**src/imtk_pkg.sv**
```systemverilog
// Shared types and constants for the intra mode top-k selector.
// No dependencies.
`default_nettype none
package imtk_pkg;

    localparam int MODE_W   = 6;
    localparam int DIST_W   = 32;
    localparam int LAMBDA_W = 24;
    localparam int COST_W   = 34;
    localparam int RANK_W   = 4;
    localparam int BITS_W   = 3;
    localparam int PROD_W   = LAMBDA_W + BITS_W;

    localparam logic [BITS_W-1:0] BITS_MPM   = 3'd2;
    localparam logic [BITS_W-1:0] BITS_OTHER = 3'd6;
    localparam logic [COST_W-1:0] COST_EMPTY = {COST_W{1'b1}};

    // controller to datapath
    typedef struct packed {
        logic load;      // capture the accepted transaction
        logic mult;      // form lambda * bits
        logic insert;    // add distortion and insert into the list
        logic emit;      // drive one list slot to the result ports
        logic emit_last; // the slot being driven is the final one
    } cmd_t;

    // datapath to controller
    typedef struct packed {
        logic end_pending; // captured transaction asked for the list
    } stat_t;

endpackage
`default_nettype wire

```
**src/imtk_ctrl.sv**
```systemverilog
// Sequencer for the top-k selector: score, insert, then optional list emission.
// Depends on imtk_pkg.
`default_nettype none
module imtk_ctrl #(
    parameter int LIST_SIZE = 8,
    parameter int IDX_W     = 3
) (
    input  wire                  clk,
    input  wire                  rst_n,
    input  wire                  start,
    output logic                 busy,
    input  imtk_pkg::stat_t      stat,
    output imtk_pkg::cmd_t       cmd,
    output logic [IDX_W-1:0]     emit_idx
);

    typedef enum logic [1:0] {
        ST_IDLE,
        ST_SCORE,
        ST_INSERT,
        ST_EMIT
    } state_t;

    localparam logic [IDX_W-1:0] LAST_IDX = IDX_W'(LIST_SIZE - 1);

    state_t           state_reg, state_next;
    logic [IDX_W-1:0] cnt_reg, cnt_next;

    always_comb
    begin
        state_next = state_reg;
        cnt_next   = cnt_reg;
        case (state_reg)
            ST_IDLE:
            begin
                if (start)
                    state_next = ST_SCORE;
            end
            ST_SCORE:
            begin
                state_next = ST_INSERT;
            end
            ST_INSERT:
            begin
                cnt_next = '0;
                if (stat.end_pending)
                    state_next = ST_EMIT;
                else
                    state_next = ST_IDLE;
            end
            ST_EMIT:
            begin
                if (cnt_reg == LAST_IDX)
                    state_next = ST_IDLE;
                else
                    cnt_next = cnt_reg + 1'b1;
            end
            default:
            begin
                state_next = ST_IDLE;
            end
        endcase
    end

    always_ff @(posedge clk or negedge rst_n)
    begin
        if (!rst_n)
        begin
            state_reg <= ST_IDLE;
            cnt_reg   <= '0;
        end
        else
        begin
            state_reg <= state_next;
            cnt_reg   <= cnt_next;
        end
    end

    assign busy          = (state_reg != ST_IDLE);
    assign cmd.load      = (state_reg == ST_IDLE) && start;
    assign cmd.mult      = (state_reg == ST_SCORE);
    assign cmd.insert    = (state_reg == ST_INSERT);
    assign cmd.emit      = (state_reg == ST_EMIT);
    assign cmd.emit_last = (cnt_reg == LAST_IDX);
    assign emit_idx      = cnt_reg;

endmodule
`default_nettype wire

```
**src/imtk_datapath.sv**
```systemverilog
// Datapath: cost calculation, compare-and-shift list and result registers.
// Depends on imtk_pkg.
`default_nettype none
module imtk_datapath #(
    parameter int LIST_SIZE  = 8,
    parameter int MODE_COUNT = 33,
    parameter int IDX_W      = 3
) (
    input  wire                                   clk,
    input  wire                                   rst_n,
    input  imtk_pkg::cmd_t                        cmd,
    input  wire  [IDX_W-1:0]                      emit_idx,
    output imtk_pkg::stat_t                       stat,
    input  wire                                   lambda_we,
    input  wire  [imtk_pkg::LAMBDA_W-1:0]         lambda_wdata,
    input  wire                                   block_start,
    input  wire                                   block_end,
    input  wire  [imtk_pkg::MODE_W-1:0]           mode_id,
    input  wire  [imtk_pkg::DIST_W-1:0]           distortion,
    input  wire  [imtk_pkg::MODE_W-1:0]           mpm_first,
    input  wire  [imtk_pkg::MODE_W-1:0]           mpm_second,
    output logic                                  result_valid,
    output logic [imtk_pkg::RANK_W-1:0]           rank,
    output logic [imtk_pkg::MODE_W-1:0]           best_mode,
    output logic [imtk_pkg::COST_W-1:0]           best_cost,
    output logic                                  end_of_list
);

    localparam int MC_W = imtk_pkg::MODE_W + 1;

    logic [imtk_pkg::LAMBDA_W-1:0] lambda_reg;
    logic [imtk_pkg::MODE_W-1:0]   mode_reg;
    logic [imtk_pkg::DIST_W-1:0]   dist_reg;
    logic [imtk_pkg::MODE_W-1:0]   mpm0_reg, mpm1_reg;
    logic                          end_reg;
    logic [imtk_pkg::PROD_W-1:0]   prod_reg;

    logic [imtk_pkg::MODE_W-1:0]   list_mode_reg [LIST_SIZE];
    logic [imtk_pkg::COST_W-1:0]   list_cost_reg [LIST_SIZE];

    logic                          res_valid_reg;
    logic [imtk_pkg::RANK_W-1:0]   rank_reg;
    logic [imtk_pkg::MODE_W-1:0]   best_mode_reg;
    logic [imtk_pkg::COST_W-1:0]   best_cost_reg;
    logic                          eol_reg;

    logic [imtk_pkg::BITS_W-1:0]   bits;
    logic [imtk_pkg::COST_W:0]     sum;
    logic [imtk_pkg::COST_W-1:0]   cost;
    logic                          mode_ok;
    logic [LIST_SIZE-1:0]          lt;

    assign bits = (mode_reg == mpm0_reg || mode_reg == mpm1_reg) ?
                  imtk_pkg::BITS_MPM : imtk_pkg::BITS_OTHER;
    assign sum  = (imtk_pkg::COST_W+1)'(prod_reg) + (imtk_pkg::COST_W+1)'(dist_reg);
    assign cost = sum[imtk_pkg::COST_W] ? imtk_pkg::COST_EMPTY
                                        : sum[imtk_pkg::COST_W-1:0];
    assign mode_ok = ({1'b0, mode_reg} < MC_W'(MODE_COUNT));

    // list stays sorted, so lt is a run of zeros followed by ones
    always_comb
    begin
        for (int i = 0; i < LIST_SIZE; i++)
            lt[i] = (cost < list_cost_reg[i]);
    end

    always_ff @(posedge clk or negedge rst_n)
    begin
        if (!rst_n)
        begin
            lambda_reg    <= '0;
            end_reg       <= 1'b0;
            res_valid_reg <= 1'b0;
            for (int i = 0; i < LIST_SIZE; i++)
            begin
                list_mode_reg[i] <= '0;
                list_cost_reg[i] <= imtk_pkg::COST_EMPTY;
            end
        end
        else
        begin
            if (lambda_we)
                lambda_reg <= lambda_wdata;
            if (cmd.load)
            begin
                end_reg <= block_end;
                if (block_start)
                begin
                    for (int i = 0; i < LIST_SIZE; i++)
                    begin
                        list_mode_reg[i] <= '0;
                        list_cost_reg[i] <= imtk_pkg::COST_EMPTY;
                    end
                end
            end
            if (cmd.insert && mode_ok)
            begin
                for (int i = 0; i < LIST_SIZE; i++)
                begin
                    if (lt[i])
                    begin
                        if (i == 0)
                        begin
                            list_mode_reg[i] <= mode_reg;
                            list_cost_reg[i] <= cost;
                        end
                        else if (!lt[(i > 0) ? i - 1 : 0])
                        begin
                            list_mode_reg[i] <= mode_reg;
                            list_cost_reg[i] <= cost;
                        end
                        else
                        begin
                            list_mode_reg[i] <= list_mode_reg[(i > 0) ? i - 1 : 0];
                            list_cost_reg[i] <= list_cost_reg[(i > 0) ? i - 1 : 0];
                        end
                    end
                end
            end
            res_valid_reg <= cmd.emit;
        end
    end

    // payload registers
    always_ff @(posedge clk)
    begin
        if (cmd.load)
        begin
            mode_reg <= mode_id;
            dist_reg <= distortion;
            mpm0_reg <= mpm_first;
            mpm1_reg <= mpm_second;
        end
        if (cmd.mult)
            prod_reg <= imtk_pkg::PROD_W'(lambda_reg) * imtk_pkg::PROD_W'(bits);
        if (cmd.emit)
        begin
            rank_reg      <= imtk_pkg::RANK_W'(emit_idx);
            best_mode_reg <= list_mode_reg[emit_idx];
            best_cost_reg <= list_cost_reg[emit_idx];
            eol_reg       <= cmd.emit_last;
        end
    end

    assign stat.end_pending = end_reg;
    assign result_valid     = res_valid_reg;
    assign rank             = rank_reg;
    assign best_mode        = best_mode_reg;
    assign best_cost        = best_cost_reg;
    assign end_of_list      = eol_reg;

endmodule
`default_nettype wire

```
**src/intra_mode_topk_selector_core.sv**
```systemverilog
// Intra mode top-k selector, top level: controller plus datapath.
// Depends on imtk_pkg, imtk_ctrl, imtk_datapath.
// A transaction goes through accept, multiply, insert; busy is high in multiply and insert.
// On block_end the list follows as LIST_SIZE results on consecutive cycles, the first
// registered from the emit state that follows the insert; a new transaction is accepted
// only while busy is low, so not before the insert and any list emission are done.
// Asynchronous active-low reset empties the list and clears lambda; no receiver stall.
`default_nettype none
module intra_mode_topk_selector_core #(
    parameter int LIST_SIZE  = 8,
    parameter int MODE_COUNT = 33
) (
    input  wire                              clk,
    input  wire                              rst_n,
    input  wire                              lambda_we,
    input  wire  [imtk_pkg::LAMBDA_W-1:0]    lambda_wdata,
    input  wire                              start,
    output logic                             busy,
    input  wire                              block_start,
    input  wire                              block_end,
    input  wire  [imtk_pkg::MODE_W-1:0]      mode_id,
    input  wire  [imtk_pkg::DIST_W-1:0]      distortion,
    input  wire  [imtk_pkg::MODE_W-1:0]      mpm_first,
    input  wire  [imtk_pkg::MODE_W-1:0]      mpm_second,
    output logic                             result_valid,
    output logic [imtk_pkg::RANK_W-1:0]      rank,
    output logic [imtk_pkg::MODE_W-1:0]      best_mode,
    output logic [imtk_pkg::COST_W-1:0]      best_cost,
    output logic                             end_of_list
);

    localparam int IDX_W = (LIST_SIZE > 1) ? $clog2(LIST_SIZE) : 1;

    imtk_pkg::cmd_t   cmd;
    imtk_pkg::stat_t  stat;
    logic [IDX_W-1:0] emit_idx;

    imtk_ctrl #(
        .LIST_SIZE (LIST_SIZE),
        .IDX_W     (IDX_W)
    ) u_ctrl (
        .clk      (clk),
        .rst_n    (rst_n),
        .start    (start),
        .busy     (busy),
        .stat     (stat),
        .cmd      (cmd),
        .emit_idx (emit_idx)
    );

    imtk_datapath #(
        .LIST_SIZE  (LIST_SIZE),
        .MODE_COUNT (MODE_COUNT),
        .IDX_W      (IDX_W)
    ) u_dp (
        .clk          (clk),
        .rst_n        (rst_n),
        .cmd          (cmd),
        .emit_idx     (emit_idx),
        .stat         (stat),
        .lambda_we    (lambda_we),
        .lambda_wdata (lambda_wdata),
        .block_start  (block_start),
        .block_end    (block_end),
        .mode_id      (mode_id),
        .distortion   (distortion),
        .mpm_first    (mpm_first),
        .mpm_second   (mpm_second),
        .result_valid (result_valid),
        .rank         (rank),
        .best_mode    (best_mode),
        .best_cost    (best_cost),
        .end_of_list  (end_of_list)
    );

`ifndef SYNTH
    a_accept_busy: assert property (@(posedge clk) disable iff (!rst_n)
        start && !busy |=> busy)
        else $error("busy not raised after accepted transaction");

    a_emit_run: assert property (@(posedge clk) disable iff (!rst_n)
        result_valid && !end_of_list |=> result_valid)
        else $error("gap inside list emission");

    a_rank_step: assert property (@(posedge clk) disable iff (!rst_n)
        result_valid && !end_of_list |=> rank == $past(rank) + 1'b1)
        else $error("rank did not advance by one");

    a_emit_stop: assert property (@(posedge clk) disable iff (!rst_n)
        result_valid && end_of_list |=> !result_valid)
        else $error("result after end of list");
`endif

endmodule
`default_nettype wire
```
**config.mk**
```make
export PLATFORM = sky130hd
export DESIGN_NAME = intra_mode_topk_selector_core
export DESIGN_NICKNAME = d
export VERILOG_FILES = /design/src/imtk_pkg.sv /design/src/imtk_ctrl.sv /design/src/imtk_datapath.sv /design/src/intra_mode_topk_selector_core.sv
export SDC_FILE = /design/constraint.sdc
export NUM_CORES = 1
export LEC_CHECK = 0
export ABC_CLOCK_PERIOD_IN_PS = 5300
export BUFFER_PORTS_ARGS = -buffer_cell sky130_fd_sc_hd__buf_2
export CAP_MARGIN = 15
export CELL_PAD_IN_SITES_DETAIL_PLACEMENT = 1
export CELL_PAD_IN_SITES_GLOBAL_PLACEMENT = 1
export CORE_UTILIZATION = 50
export CTS_CLUSTER_SIZE = 24
export DETAILED_ROUTE_END_ITERATION = 8
export PLACE_DENSITY_LB_ADDON = 0.1
export SLEW_MARGIN = 20
export SYNTH_ARGS = -nofsm -noshare
export SYNTH_HDL_FRONTEND = slang
export SYNTH_HIERARCHICAL = 1
export SYNTH_SLANG_ARGS = --single-unit
```
**constraint.sdc**
```tcl
create_clock -name clk -period 5.3 [get_ports clk]
set_input_delay 0.795 -clock clk [delete_from_list [all_inputs] [get_ports clk]]
set_output_delay 0.795 -clock clk [all_outputs]
set_load 0.05 [all_outputs]
```
======== Yosys cells after proc, flatten, opt, wreduce, memory -nomap -nowiden ========
Cells that the tools add are included.
word-level totals
  register bits after elaboration ......... 472
  bits of input ports ..................... 80
  output and inout bits ................... 47
  word-level logic and storage cells ...... 111
cells by class
  $add $sub $neg .......................... 2
  multiply operators ...................... 1
  order comparisons ....................... 10
  equal/unequal tests ..................... 9
  multiplexer cells ....................... 50
  bitwise gates (word level) .............. 1
  reduce and logical (&&, ||, !) cells .... 8
operators by type and width
  operator             number
  $mux 272             3
  $mux 34              18
  $lt 34x34->1         8
  $mux 48              3
  $bmux 34 s3          1
  $mux 6               17
  $add 27x32->33       1
  $mul 24x3->27        1
  $bmux 6 s3           1
  $eq 6x6->1           2
  $pmux 2 s4           1
  $lt 6x6->1 const B   1
  $mux 2               3
  $mux 3               2
  $ne 2x2->1 const B   3
  $pmux 3 s2           1
  $eq 2x2->1 const B   2
  $ge 4x4->1 const B   1
  $not 3->4            1
  $reduce_and 2->1     2
  $reduce_bool 2->1    2
  $add 3x1->3 const B  1
  $eq 3x3->1 const B   1
  $eq 2x1->1 const B   1
  other kinds (3)      4

======== Longest topological paths before layout ========
Gate-level depths: netlist (run 1).
  depth after elaboration ................. 6
  gate-level depth with buffers ........... 23
  gate-level depth less buffers ........... 21

======== Modules after synthesis ========
The synthesis (run 1) kept the hierarchy.
modules (own cells, without submodules)
  module         times used  cells each  area each (µm²)  sequential area each (µm²)
  imtk_datapath  1           3152        31209.9          12602.1
  imtk_ctrl      1           31          332.8            125.1

======== Worst setup path before layout (run 1) ========
OpenSTA, ideal clock, no wires.
  path type ............................... register -> register
  from .................................... reg u_dp/dist_reg[1] (netlist bit)
  to ...................................... reg u_dp/list_cost_reg[125] (netlist bit)
  library setup time ...................... 0.073 ns
  data arrival time ....................... 4.631 ns
  data required time ...................... 5.227 ns
  slack ................................... 0.596 ns
  stages on the path, launching flop included .. 22
  path buffers ............................ 2
  clock period less this slack ............ 4.704 ns
  cell sequence ........................... edfxtp_1 -> ha_1 -> inv_1 -> fa_1 -> nand2b_1 -> a21oi_1 -> nor2_1 -> o21ai_0 -> a21o_1 -> a21oi_1 -> xnor2_1 -> ha_1 -> a21oi_1 -> o21ai_0 -> a2111oi_0 -> o21ai_0 -> o2111a_1 -> o22ai_1 -> buf_2 -> clkbuf_1 -> o21ai_0 -> a21oi_1
on the way
  word-level cells in the longest chain between the ends .. 6
  elaborated cells between the ends (all ways) .. 7
  those cells by class .................... add/sub: 1; order compare: 2; mux: 4
RTL lines
  element                          line                  RTL
  from (decl)                      imtk_datapath.sv:33   logic [imtk_pkg::DIST_W-1:0] dist_reg;
  from (signal assigned)           imtk_datapath.sv:130  dist_reg <= distortion;
  $add 27x32->33 *                 imtk_datapath.sv:55   assign sum = (imtk_pkg::COST_W+1)'(prod_reg) + (imtk_pkg::COST_W+1)'(dist_reg);
  $mux 34 *                        imtk_datapath.sv:56   assign cost = sum[imtk_pkg::COST_W] ? imtk_pkg::COST_EMPTY
  $lt 34x34->1                     imtk_datapath.sv:64   lt[i] = (cost < list_cost_reg[i]);
  $mux 34                          imtk_datapath.sv:107  else if (!lt[(i > 0) ? i - 1 : 0])
  $mux 34 *                        imtk_datapath.sv:100  if (lt[i])
  $mux 272 *                       imtk_datapath.sv:96   if (cmd.insert && mode_ok)
  to (signal, indexed assignment)  imtk_datapath.sv:105  list_cost_reg[i] <= cost;
  to (signal, indexed assignment)  imtk_datapath.sv:110  list_cost_reg[i] <= cost;
  to (signal, indexed assignment)  imtk_datapath.sv:115  list_cost_reg[i] <= list_cost_reg[(i > 0) ? i - 1 : 0];
  to (decl)                        imtk_datapath.sv:39   logic [imtk_pkg::COST_W-1:0] list_cost_reg [LIST_SIZE];
Every way passes the cells marked *; elsewhere a longest branch is shown, timed or not.
A chain may end at the register's enable or synchronous reset.

======== Final worst setup path (run 1) ========
  from .................................... reg u_dp/dist_reg[5] (netlist bit)
  to ...................................... reg u_dp/list_cost_reg[184] (netlist bit)
The elaborated chain is that of the path after synthesis.

==> results of run 1 <==
-- stage by stage --
stage | cells | setup slack [ns] | util | setup TNS (ns) | hold WS, ns
5_1_grt | 4227 | -0.0888 | 0.587 | -0.178 | 0.330
3_5_place_dp | 4105 | -0.403 | 0.549 | -38.45 | 0.464
6_report | 4227 | 0.0546 | 0.587 | 0 | 0.336
4_1_cts | 4213 | 0.00175 | 0.579 | 0 | 0.301
3_3_place_gp | 4105 | -0.216 | 0.549 | -14.98 | 0.462
2_1_floorplan | 3183 | 0.596 | - | 0 | 0.435
-- final timing paths --
path                       depth (start not counted)                 endpoint               start  slack (ns)
max                                               23  u_dp/list_cost_reg[184]    u_dp/dist_reg[5]        0.05
min                                                1      u_dp/lambda_reg[21]               rst_n        0.34
max reg2reg                                       23  u_dp/list_cost_reg[184]    u_dp/dist_reg[5]        0.05
min reg2reg                                        0         u_dp/prod_reg[1]  u_dp/lambda_reg[0]        0.47
max in group asynchronous                          2        u_dp/result_valid               rst_n        3.79
min in group clk                                   1         u_dp/mpm0_reg[5]        mpm_first[5]        0.35
-- power groups by stage --
stage	Sequential (W)	Clock (W)	Combinational, W
finish	0.00680	0.00366	0.0138
global route	0.00695	0.00385	0.0149
CTS	0.00677	0.00372	0.0132
detailed placement	0.00681	0	0.0130
global placement	0.00670	0	0.0123
floorplan	0.00689	0	0.00795
-- area by class of cell --
class | instances | area [sq um] | share of cell area
Sequential cell | 471 | 12700 | 0.350
Timing Repair Buffer | 294 | 2440 | 0.0669
Inverter | 283 | 1070 | 0.0293
Clock buffer | 83 | 1590 | 0.0438
Clock inverter | 17 | 90.1 | 0.00247
Tap cell | 837 | 1050 | 0.0287
Multi-Input combinational cell | 2242 | 17500 | 0.479
-- layer usage --
metal / global-route usage / routed length [microns] / vias up / part of all wire
met5: 0 / 0 / - / 0
met4: 0.101 / 2870 / 0 / 0.027
met3: 0.0414 / 5660 / 166 / 0.053
met2: 0.553 / 52400 / 776 / 0.49
met1: 0.447 / 46500 / 13700 / 0.43
li1: - / - / 11923 / -
-- logic make-up (layout without fill, tap and decap cells) --
kind of cell,after synthesis,after routing,synth area share
compound gates,835,835,0.156
xor+xnor,58,58,0.0175
fa+ha+maj,333,333,0.133
buf+inv,470,677,0.0582
flops,471,471,0.403
mux,252,252,0.113
other cells,1,1,0.000119
simple gates,763,763,0.119
-- synth_stat cells (9+ instances only) --
cell,number
nand2b_1,19
and3_1,12
mux2i_1,128
o21a_1,14
nor2_1,155
nand2_1,139
ha_1,331
nand3_1,77
a21o_1,65
o21ai_0,201
edfxtp_1,120
inv_1,282
o211ai_1,9
a21oi_1,367
xnor2_1,33
mux4_2,80
nor2b_1,18
a2111oi_0,10
buf_1,22
dfstp_2,272
a211oi_1,45
and2_1,45
nor3_1,222
buf_2,38
mux2_2,44
a31oi_1,52
dfrtp_1,79
xor2_1,19
nand4_1,29
clkbuf_1,123
and4_1,12
-- timing repair --
action                                  4_1_cts  5_1_grt
buffers inserted                              8        9
resized for setup                            20       70
cloned                                        0        5
endpoints found under the setup margin      194      305
endpoints found under the hold margin         0        0
pin swaps                                     5       13
==> flow_summary.ini, run 1 <==
[timing]
finClkSkew_ns = 0.0194
period_needed_ns = 5.25
period_share = 0.990
setup_viol = 0
fmax_mhz = 191
relSlewSlack = 0.277
slew_violations = 0
hold_violations = 0
worstMarginPinSlew_ns = 1.08

[global_routing]
grt_max_degree = 149
grt_pass1_wl_mm = 163
antenna_found_initial = 0
grt_pass1_vias = 28028
grtUsageTotal = 0.331
globalRoute.totalOverflow = 0

[power]
ir_worst_vdd_v = 0.000302
p_seq_frac = 0.280
powerDensity_nw_per_um2 = 666
switching_share = 0.463
total_leakage_power_nw = 17.0
p_total_w = 0.0243
power_frac_comb = 0.569
intPower_w = 0.0130
pwr-share-clk = 0.151
switchingPower_w = 0.0112

[synth]
syn_inst = 3183
synth.area.top_cells = dfstp_2 (23%), ha_1 (13%), edfxtp_1 (11%), dfrtp_1 (6.3%), a21oi_1 (5.8%)
ys_types = 84
synth_top_area_frac = 0.227
synthesis.area_sq_um = 31500
yosysTopAreaCell = dfstp_2
syn_area_per_cell_sq_um = 9.91
async_flop_share = 0.745
ys_seq_area_frac = 0.403
ys.flop_type = dfstp_2
ys.warnings.count = 6
synth.ff_latch_count = 471
synth_nets = 3596
synth_edf_count = 120

[run]
drv_cap = 0

[floorplanning]
design.die.area_sq_um = 64100
fp.coreArea_sq_um = 62100
die_h_microns = 253
ios = 127
initial_core_util = 0.508
chipWidth_microns = 253
row_count = 91

[finish]
layout_common_cells = a21oi_1 (359), ha_1 (326), inv_1 (278)
fillers = 6779
final_area_sq_um = 36400
drive_gt1_frac = 0.257
final_common_cell = a21oi_1
largest_reg_flops = 272
nets = 3759
antenna_cells = 0
syn2layout_area_growth_pct = 15.5

[critical_path]
crit_required_ns = 5.83
crit_chain = ha_4 > o211ai_1 > o211a_1 > o31ai_4 > a21oi_4 > o31ai_4 > nor2_1 > o41ai_4 > xnor2_2 > inv_2 > buf_4 > ha_1 > nand4_1 > nor4_1 > buf_4 > o2111ai_1 > o31ai_1 > buf_4 > a21oi_4 > and2_4 > clkbuf_16 > nor3_1 > a21oi_1
critPathTopFamily = compound AO/OA/AOI/OAI gates
critical_path_buf_inv_count = 5
path_class = flip-flop to flip-flop
end_kind = flip-flop
critPathSlowestCell = edfxtp_1
cp_max_fo = 13
cpMostUsedCell = buf_4
cp.arrival_ns = 5.78
worstSetupStartpointType = flip-flop
cpPeakStageDelay_ns = 0.44

[clock_network]
cts_buffers = 54
clock_latency_ns = 0.62
clockBufferDepth = 3
hold_buffers = 0
cts.sinks = 471
cts_root_buf = clkbuf_16
cts_tree = done
h-tree-depth = 2
clk_pin_slew_ns = 0.06

[placed_design]
post-dp-hpwl_mm = 75.6
place_area_sq_um = 34100
gp_congestion = 0.915
port_buffers = 125

[route]
remaining_drc_errors = 0
vias_per_cell = 6.28
antenna_left = 0
wl_per_cell_microns = 25.4
drt_pre_antenna_iters = 5
drt_iter0_drc = 2055
vias = 26565
wirelength_mm = 107

[hold_path]
min_path_type = input pin to asynchronous set/reset pin

[status]
outcome = finished, final reports clean
Note: power is estimated with default switching activity, not from simulation.
==> inputs of run 2 (changes only) <==
- ABC_CLOCK_PERIOD_IN_PS: 5300 -> 5720
- clock period: 5.3 -> 5.72 ns (I/O delays scaled with it)
==> run 2 against run 1 <==
Register-to-register slack better by 0.06 ns. Global-route usage is 0.31 points lower. Sequential share of layout area is 0.61 points higher. Clock skew is 0.0029 ns lower. Critical path depth is 4 lower. Core utilization is 1.0 points lower. Via count is 1.8% lower. Largest power group unchanged. Die area stayed put. Highest routed layer unchanged. Flip-flop and latch count stayed put. Combinational power is 12% lower.
==> flow_summary.ini, run 2 (synthesis gave the netlist of run 1 again) <==
[status]
outcome = finished, final reports clean

[global_routing]
gr-max-usage-layer = met2
globalRoute.totalOverflow = 0
grt_pass1_vias = 28152
grt_use_met2 = 0.563
grt_max_degree = 103
met1_usage = 0.426
antenna_found_initial = 0
grtUsageTotal = 0.328
grtUsageMet3 = 0.0452
grt_pass1_wl_mm = 163

[finish]
drive_gt1_frac = 0.237
nets = 3722
seq_area_sq_um = 12700
multiInputGateArea_sq_um = 17100
final_area_sq_um = 35800
final_util = 0.577
final_common_cell = a21oi_1
fillers = 6780
syn2layout_area_growth_pct = 13.5
antenna_cells = 0
largest_reg_flops = 272
layout_common_cells = a21oi_1 (366), ha_1 (331), inv_1 (282)

[timing]
finClkSkew_ns = 0.0166
hold_violations = 0
period_needed_ns = 5.60
period_share = 0.979
worstMarginPinSlew_ns = 1.09
relSlewSlack = 0.251
slew_violations = 0
rsz0062_at_grt = false
setup_viol = 0
finalSetupTns_ns = 0
holdWs_ns = 0.370
fmax_mhz = 179

[clock_network]
cts_buffers = 56
clockBufferDepth = 3
clk_pin_slew_ns = 0.06
clock_latency_ns = 0.63
cts.sinks = 471
cts_tree = done
cts_root_buf = clkbuf_16
h-tree-depth = 2

[critical_path]
cpMostUsedCell = a21oi_1
crit_required_ns = 6.26
end_kind = flip-flop
worstReg2RegStart = u_dp/dist_reg[1]
crit_chain = ha_1 > inv_1 > fa_1 > nand2b_1 > a21oi_1 > o21ai_0 > a21oi_2 > a21oi_1 > o21bai_1 > xor2_1 > buf_4 > ha_1 > nand4_1 > a2111oi_0 > a21oi_1 > o21ai_4 > buf_4 > mux2_2 > a21oi_1
cpPeakStageDelay_ns = 0.92
cp.arrival_ns = 6.14
critPathSlowestCell = a2111oi_0
worstSetupStartpointType = flip-flop
cp_max_fo = 16
path_class = flip-flop to flip-flop
crit_start = u_dp/dist_reg[1]

[route]
antenna_left = 0
drt_pre_antenna_iters = 5
vias = 26080
wl_per_cell_microns = 24.8
remaining_drc_errors = 0
drt_iter0_drc = 1589
vias_per_cell = 6.22
wirelength_mm = 104

[floorplanning]
initial_core_util = 0.508
row_count = 91
fp.coreArea_sq_um = 62100
die_h_microns = 253
design.die.area_sq_um = 64100
ios = 127
chipWidth_microns = 253

[placed_design]
post-dp-hpwl_mm = 75.6
gp_congestion = 0.932
place_area_sq_um = 33800
port_buffers = 125

[power]
ir_worst_vdd_v = 0.000349
total_leakage_power_nw = 16.7
powerDensity_nw_per_um2 = 620

[run]
drv_cap = 0

[hold_path]
min_path_type = input pin to asynchronous set/reset pin
## run 2: worst max-delay path: cells and delay by family, from the launching register on
kind / cells / cell delay (ns)
mux: 1 / 0.35
simple gates: 2 / 0.42
buf+inv: 3 / 0.63
xor+xnor: 1 / 0.16
flops: 1 / 0.33
fa+ha+maj: 3 / 0.81
compound gates: 9 / 2.79
## run 2: final cells by class
cell class,instances,area share
clock buffer,75,0.0438
multi-input combinational,2242,0.478
inverter,283,0.0297
clock inverter,29,0.00989
sequential,471,0.356
timing repair buffer,255,0.0532
tap,837,0.0292
## run 2: repair_timing
action,4_1_cts,5_1_grt
gates resized for setup,0,12
hold buffers,0,0
endpoints found under the setup margin,0,163
setup buffers,0,5
## run 2: metrics by stage
| step | setup slack, ns | instances | total power (W) |
|---|---|---|---|
| 2_1_floorplan | 1.02 | 3183 | 0.0137 |
| 3_3_place_gp | 0.156 | 4083 | 0.0174 |
| 3_5_place_dp | 0.0865 | 4083 | 0.0181 |
| 4_1_cts | 0.0814 | 4187 | 0.0221 |
| 5_1_grt | 0.0213 | 4192 | 0.0236 |
| 6_report | 0.119 | 4192 | 0.0222 |
## run 2: path summary, 6_finish.rpt
check | to | slack (ns) | depth (start not counted)
setup / recovery | u_dp/list_cost_reg[199] | 0.12 | 19
hold / removal | u_dp/result_valid | 0.37 | 1
setup reg to reg | u_dp/list_cost_reg[199] | 0.12 | 19
hold reg to reg | u_dp/prod_reg[1] | 0.49 | 0
max in group asynchronous | u_dp/list_mode_reg[24] | 4.11 | 2
min in group clk | u_dp/dist_reg[30] | 0.41 | 1
## run 2: report_power, final
part	internal [W]	leakage (nW)	total, W	switching (W)
Combinational	0.00449	10.8	0.0121	0.00764
Sequential	0.00529	4.97	0.00627	0.000979
Clock	0.00224	0.940	0.00378	0.00154
## run 2: per-layer routing
metal,wire length [microns],vias up
met1,44800,13413
met3,5370,159
li1,-,11840
met2,50800,668
met4,2900,0
met5,0,-
